--- src/hw/rtl/kstu_pkg.sv ---
// Shared constants and types for the keyed slot table.
// Used by kstu_cell and keyed_slot_table_upsert; no dependencies.
package kstu_pkg;

    localparam int ENTRIES = 32;
    localparam int IDX_W   = (ENTRIES > 1) ? $clog2(ENTRIES) : 1;
    localparam int KEY_W   = 16;
    localparam int TEMP_W  = 16;
    localparam int STAMP_W = 32;
    localparam int SLOT_W  = 5;

    localparam logic CMD_LOOKUP = 1'b0;
    localparam logic CMD_UPSERT = 1'b1;

    localparam logic [KEY_W-1:0] KEY_FREE = '0;

    typedef logic [IDX_W-1:0]          idx_t;
    typedef logic [KEY_W-1:0]          key_t;
    typedef logic signed [TEMP_W-1:0]  temp_t;
    typedef logic [STAMP_W-1:0]        stamp_t;

    typedef struct packed {
        logic valid;
        key_t key;
        logic hit;
        idx_t hit_idx;
        logic free;
        idx_t free_idx;
    } srch_word_t;

    typedef struct packed {
        logic   en;
        idx_t   idx;
        key_t   key;
        temp_t  temp;
        stamp_t stamp;
    } wr_cmd_t;

endpackage

--- src/hw/rtl/keyed_slot_table_upsert.sv ---
// Keyed slot table with lookup and upsert, built as a row of slot cells.
// Depends on kstu_pkg and kstu_cell.
//
// Usage:
//   Command channel (cmd_valid/cmd_stall) carries one word: command, key,
//   temperature, stamp_ms. Command 0 looks up the key; command 1 rewrites
//   temperature and stamp of the lowest slot holding the key, or else fills
//   the lowest free slot (key zero). Key zero matches the lowest free slot.
//   Result channel (res_valid/res_stall) returns found and slot per word;
//   slot is 0 when found is 0, and found is 0 on a miss or a full table.
//   The search word walks the row of ENTRIES cells, one cell per cycle.
//   The result is ready when the word leaves the last cell; the table write
//   lands at that edge, and the result register loads at the same edge
//   unless the output is stalled. One word is in flight at a time, so a
//   new word is taken only once the previous result has been registered.
//   A stalled result is held in the output register; a finished result
//   behind it waits in a hold register and cmd_stall stays high until the
//   output frees up.
//   Reset clears all keys (every slot free) and empties the result channel.
module keyed_slot_table_upsert
    import kstu_pkg::*;
(
    input  logic                      clk,
    input  logic                      rst_n,
    input  logic                      cmd_valid,
    output logic                      cmd_stall,
    input  logic                      command,
    input  logic [KEY_W-1:0]          key,
    input  logic signed [TEMP_W-1:0]  temperature,
    input  logic [STAMP_W-1:0]        stamp_ms,
    output logic                      res_valid,
    input  logic                      res_stall,
    output logic                      found,
    output logic [SLOT_W-1:0]         slot
);

    typedef enum logic [1:0] {
        ST_IDLE,
        ST_SCAN,
        ST_HOLD
    } state_t;

    state_t            state_reg;
    logic              cmd_reg;
    temp_t             temp_reg;
    stamp_t            stamp_reg;
    logic              res_valid_reg;
    logic              found_reg;
    logic [SLOT_W-1:0] slot_reg;
    logic              hold_found_reg;
    logic [SLOT_W-1:0] hold_slot_reg;

    srch_word_t        chain_head;
    srch_word_t        chain_word [ENTRIES+1];
    srch_word_t        last_word;
    wr_cmd_t           wr;
    logic              accept;
    logic              finish;
    logic              out_free;
    logic              load_res;
    logic              upsert;
    logic              ok;
    idx_t              pos;
    logic [SLOT_W-1:0] pos_slot;

    assign cmd_stall = (state_reg != ST_IDLE);
    assign accept    = cmd_valid && !cmd_stall;
    assign out_free  = !res_valid_reg || !res_stall;

    always_comb
    begin
        chain_head       = '0;
        chain_head.valid = accept;
        chain_head.key   = key;
    end

    assign chain_word[0] = chain_head;

    genvar gi;
    generate
        for (gi = 0; gi < ENTRIES; gi++)
        begin : g_cell
            kstu_cell u_cell (
                .clk        (clk),
                .rst_n      (rst_n),
                .cell_index (IDX_W'(gi)),
                .word_in    (chain_word[gi]),
                .wr         (wr),
                .word_out   (chain_word[gi+1])
            );
        end
    endgenerate

    assign last_word = chain_word[ENTRIES];
    assign finish    = (state_reg == ST_SCAN) && last_word.valid;
    assign upsert    = (cmd_reg == CMD_UPSERT);
    assign load_res  = out_free && (finish || (state_reg == ST_HOLD));

    always_comb
    begin
        ok  = 1'b0;
        pos = '0;
        if (last_word.hit)
        begin
            ok  = 1'b1;
            pos = last_word.hit_idx;
        end
        else if (upsert && last_word.free)
        begin
            ok  = 1'b1;
            pos = last_word.free_idx;
        end
    end

    assign pos_slot = SLOT_W'(pos);

    always_comb
    begin
        wr.en    = finish && upsert && ok;
        wr.idx   = pos;
        wr.key   = last_word.key;
        wr.temp  = temp_reg;
        wr.stamp = stamp_reg;
    end

    always_ff @(posedge clk or negedge rst_n)
    begin
        if (!rst_n)
        begin
            state_reg      <= ST_IDLE;
            res_valid_reg  <= 1'b0;
            found_reg      <= 1'b0;
            slot_reg       <= '0;
            hold_found_reg <= 1'b0;
            hold_slot_reg  <= '0;
            cmd_reg        <= CMD_LOOKUP;
            temp_reg       <= '0;
            stamp_reg      <= '0;
        end
        else
        begin
            if (load_res)
            begin
                res_valid_reg <= 1'b1;
            end
            else if (res_valid_reg && !res_stall)
            begin
                res_valid_reg <= 1'b0;
            end
            unique case (state_reg)
                ST_IDLE:
                begin
                    if (accept)
                    begin
                        cmd_reg   <= command;
                        temp_reg  <= temperature;
                        stamp_reg <= stamp_ms;
                        state_reg <= ST_SCAN;
                    end
                end
                ST_SCAN:
                begin
                    if (finish)
                    begin
                        if (out_free)
                        begin
                            found_reg     <= ok;
                            slot_reg      <= pos_slot;
                            state_reg     <= ST_IDLE;
                        end
                        else
                        begin
                            hold_found_reg <= ok;
                            hold_slot_reg  <= pos_slot;
                            state_reg      <= ST_HOLD;
                        end
                    end
                end
                ST_HOLD:
                begin
                    if (out_free)
                    begin
                        found_reg     <= hold_found_reg;
                        slot_reg      <= hold_slot_reg;
                        state_reg     <= ST_IDLE;
                    end
                end
                default:
                begin
                    state_reg <= ST_IDLE;
                end
            endcase
        end
    end

    assign res_valid = res_valid_reg;
    assign found     = found_reg;
    assign slot      = slot_reg;

endmodule

--- src/hw/rtl/kstu_cell.sv ---
// One slot of the keyed slot table: key, temperature and stamp storage.
// Passes the search word to its neighbor each cycle. Depends on kstu_pkg.
module kstu_cell
    import kstu_pkg::*;
(
    input  logic       clk,
    input  logic       rst_n,
    input  idx_t       cell_index,
    input  srch_word_t word_in,
    input  wr_cmd_t    wr,
    output srch_word_t word_out
);

    key_t       key_reg;
    temp_t      temp_reg;
    stamp_t     stamp_reg;
    logic       valid_reg;
    srch_word_t word_reg;
    srch_word_t word_next;
    logic       wr_sel;

    assign wr_sel = wr.en && (wr.idx == cell_index);

    always_comb
    begin
        word_next = word_in;
        if (!word_in.hit && (key_reg == word_in.key))
        begin
            word_next.hit     = 1'b1;
            word_next.hit_idx = cell_index;
        end
        if (!word_in.free && (key_reg == KEY_FREE))
        begin
            word_next.free     = 1'b1;
            word_next.free_idx = cell_index;
        end
    end

    always_ff @(posedge clk or negedge rst_n)
    begin
        if (!rst_n)
        begin
            valid_reg <= 1'b0;
            key_reg   <= KEY_FREE;
        end
        else
        begin
            valid_reg <= word_in.valid;
            if (wr_sel)
            begin
                key_reg <= wr.key;
            end
        end
    end

    always_ff @(posedge clk)
    begin
        word_reg <= word_next;
        if (wr_sel)
        begin
            temp_reg  <= wr.temp;
            stamp_reg <= wr.stamp;
        end
    end

    always_comb
    begin
        word_out       = word_reg;
        word_out.valid = valid_reg;
    end

endmodule

--- config.mk ---
export PLATFORM = sky130hd
export DESIGN_NAME = keyed_slot_table_upsert
export DESIGN_NICKNAME = d
export VERILOG_FILES = /design/src/hw/rtl/kstu_pkg.sv /design/src/hw/rtl/keyed_slot_table_upsert.sv /design/src/hw/rtl/kstu_cell.sv
export SDC_FILE = /design/constraint.sdc
export NUM_CORES = 2
export LEC_CHECK = 0
export BUFFER_PORTS_ARGS = -buffer_cell sky130_fd_sc_hd__buf_2
export CAP_MARGIN = 5
export CORE_MARGIN = 4
export CORE_UTILIZATION = 30
export CTS_CLUSTER_SIZE = 24
export DETAILED_ROUTE_END_ITERATION = 8
export PLACE_DENSITY = 0.55
export SLEW_MARGIN = 25
export SYNTH_ARGS = -nofsm -noshare
export SYNTH_HDL_FRONTEND = slang
export SYNTH_HIERARCHICAL = 1
export SYNTH_SLANG_ARGS = --single-unit
--- constraint.sdc ---
create_clock -name clk -period 4.33 [get_ports clk]
set_clock_uncertainty 0.15 [all_clocks]
set_input_delay 0.433 -clock clk [delete_from_list [all_inputs] [get_ports clk]]
set_output_delay 0.433 -clock clk [all_outputs]
set_load 0.01 [all_outputs]
==> flow_summary.yaml <==
run_status:
  status: "finished, final reports clean"
power:
  power.leakage_nw: 28.8
  clkPwrFrac: 0.434
  p_comb_frac: 0.068
  switching_share: 0.227
  power_frac_seq: 0.498
  p_switching_mw: 6.92
  p_per_area_mw_per_mm2: 488
  ir_worst_vdd_v: 0.000390
  power.internal_mw: 23.5
cts:
  clock_sinks: 1456
  cts.htree.levels: 4
  cts_root_buf: "clkbuf_16"
  insertion_delay_ns: 0.76
  path_clk_slew_ns: 0.06
  cts_tree: "done"
  post_cts_buffers: 0
  ctsResizeCount: 0
  postCtsHoldBufs: 21
  clock_path_buffers: 3
  cts_buffers: 151
layout:
  largest_register_ffs: 896
  area_growth_pct: 19.2
  final_cell_count_no_fill: 6731
  final_util: 0.359
  final_layout_size_suffix_gt1_frac: 0.282
  fin_nets: 4340
  final_area_mm2: 0.0624
placement:
  place_inst: 6421
  gp_congestion: 0.753
  dp_slack_ns: 0.919
  place_area_mm2: 0.0570
  hpwl_um: 78700
  numPortBuffers: 28
grt:
  gr-total-overflow: 0
  grt.total_usage: 0.130
  antenna_found_initial: 10
  grt_max_degree: 104
  grt_pass1_wl_um: 181000
  grt_pass1_vias: 29400
floorplanning:
  core_mm2: 0.174
  rows: 153
  die_x_um: 426
  die-area_mm2: 0.181
  io_pins: 77
  initial_utilization: 0.301
  die_h_um: 426
synth:
  syn_area_per_cell_um2: 14.3
  netlist_area_mm2: 0.0524
  yosysWarnings: 6
  syn_inst: 3662
timing:
  setup_viol: 0
  period_minus_slack_ns: 3.36
  rsz0062_at_grt: "no"
  tightestPinTransition_ns: 1.09
  final.setup.tns_ns: 0
  timing.final.ws_setup_ns: 0.974
  finalCritPeriodShare: 0.775
  hold_viol_final: 0
  fmax_ghz: 0.298
  slew_headroom: 0.271
  finalMaxSlewViolations: 0
job:
  drv_cap: 0
worst_setup_path:
  critical_path_required_ns: 4.81
  cp-start-kind: "flop"
  endpoint_kind: "flop"
  r2r_cells: 7
  cp_slowest_cell: "and3_1"
  crit_fanout: 16
  cp_slowest_stage_delay_ns: 0.75
  cp.arrival_ns: 3.84
  worstPathCellList: "nand4b_1 > nand2_2 > buf_4 > xor2_1 > nor4_1 > and3_1 > mux2_2"
  criticalPathCategory: "reg -> reg"
detailed_routing:
  first_pass_iters: 4
  vias: 27800
  wl_per_cell_um: 17.3
  routed_wl_um: 117000
  vias_per_cell: 4.13
  drt_iter0_drc: 1339
  drcViolationCount: 0
  drtAntennaViolNets: 0
min_path:
  hp-class: "in -> async"
[cell usage in the layout, fill, tap and decap left out, drive strengths merged, types with 2 or more instances in the layout]
| master | n |
|---|---|
| a31oi | 5 |
| and3 | 34 |
| buf | 76 |
| bufinv | 12 |
| clkbuf | 239 |
| clkinv | 21 |
| clkinvlp | 2 |
| conb | 494 |
| dfrtp | 560 |
| dfxtp | 896 |
| diode | 6 |
| dlygate4sd3 | 21 |
| inv | 9 |
| mux2 | 846 |
| nand2 | 12 |
| nand2b | 33 |
| nand3 | 32 |
| nand4 | 64 |
| nand4b | 5 |
| nor2 | 36 |
| nor3 | 32 |
| nor3b | 5 |
| nor4 | 224 |
| or2 | 33 |
| or4 | 32 |
| xnor2 | 160 |
| xor2 | 512 |
[critical path, delay by kind of cell, from the launching register on]
kind / cells / cell delay [ns]
xor+xnor: 1 / 0.15
mux: 1 / 0.42
buf+inv: 1 / 0.38
flops: 1 / 0.49
simple gates: 4 / 1.61
[path summary, 6_finish.rpt]
check	from	endpoint	slack, ns
setup reg to reg	g_cell[31].u_cell/word_out[11]$_SDFF_PP1_	g_cell[0].u_cell/key_reg[4]$_DFFE_PN0P_	0.97
min in group clk	g_cell[28].u_cell/valid_reg$_DFF_PN0_	g_cell[29].u_cell/valid_reg$_DFF_PN0_	0.20
max in group asynchronous	rst_n	g_cell[26].u_cell/key_reg[14]$_DFFE_PN0P_	2.87
hold reg to reg	g_cell[28].u_cell/valid_reg$_DFF_PN0_	g_cell[29].u_cell/valid_reg$_DFF_PN0_	0.20
hold / removal	rst_n	g_cell[6].u_cell/key_reg[13]$_DFFE_PN0P_	0.07
setup / recovery	g_cell[31].u_cell/word_out[11]$_SDFF_PP1_	g_cell[0].u_cell/key_reg[4]$_DFFE_PN0P_	0.97
[routing by layer]
metal	vias up	part of all wire	global-route usage
met4	0	0.023	0.0384
met3	187	0.034	0.0238
met2	362	0.48	0.216
li1	13500	-	-
met5	-	0	0
met1	13800	0.46	0.174
[per-stage QoR]
step	hold WS (ns)	power (mW)
floorplan	-0.0126	16.6
finish	0.0670	30.5
detailed placement	0.185	17.5
global placement	0.185	17.6
global route	0.0856	31.8
CTS	0.121	31.0
[final cells by class]
| cell class | count | area, um^2 |
|---|---|---|
| Antenna cell | 6 | 15.0 |
| Clock buffer | 239 | 4490 |
| Clock inverter | 43 | 669 |
| Fill cell | 16900 | 111000 |
| Inverter | 1 | 3.75 |
| Multi-Input combinational cell | 2564 | 21500 |
| Sequential cell | 1456 | 32000 |
| Tap cell | 2325 | 2910 |
| Timing Repair Buffer | 97 | 866 |
[power groups by stage]
stage | sequential, mW | clock, mW | combinational, mW
after floorplan | 15.1 | 0 | 1.44
after global placement | 15.5 | 0 | 2.07
after detailed placement | 15.5 | 0 | 2.07
after CTS | 15.2 | 13.6 | 2.11
after global routing | 15.3 | 14.2 | 2.30
final | 15.2 | 13.2 | 2.06
(Power assumes the default switching activity.)
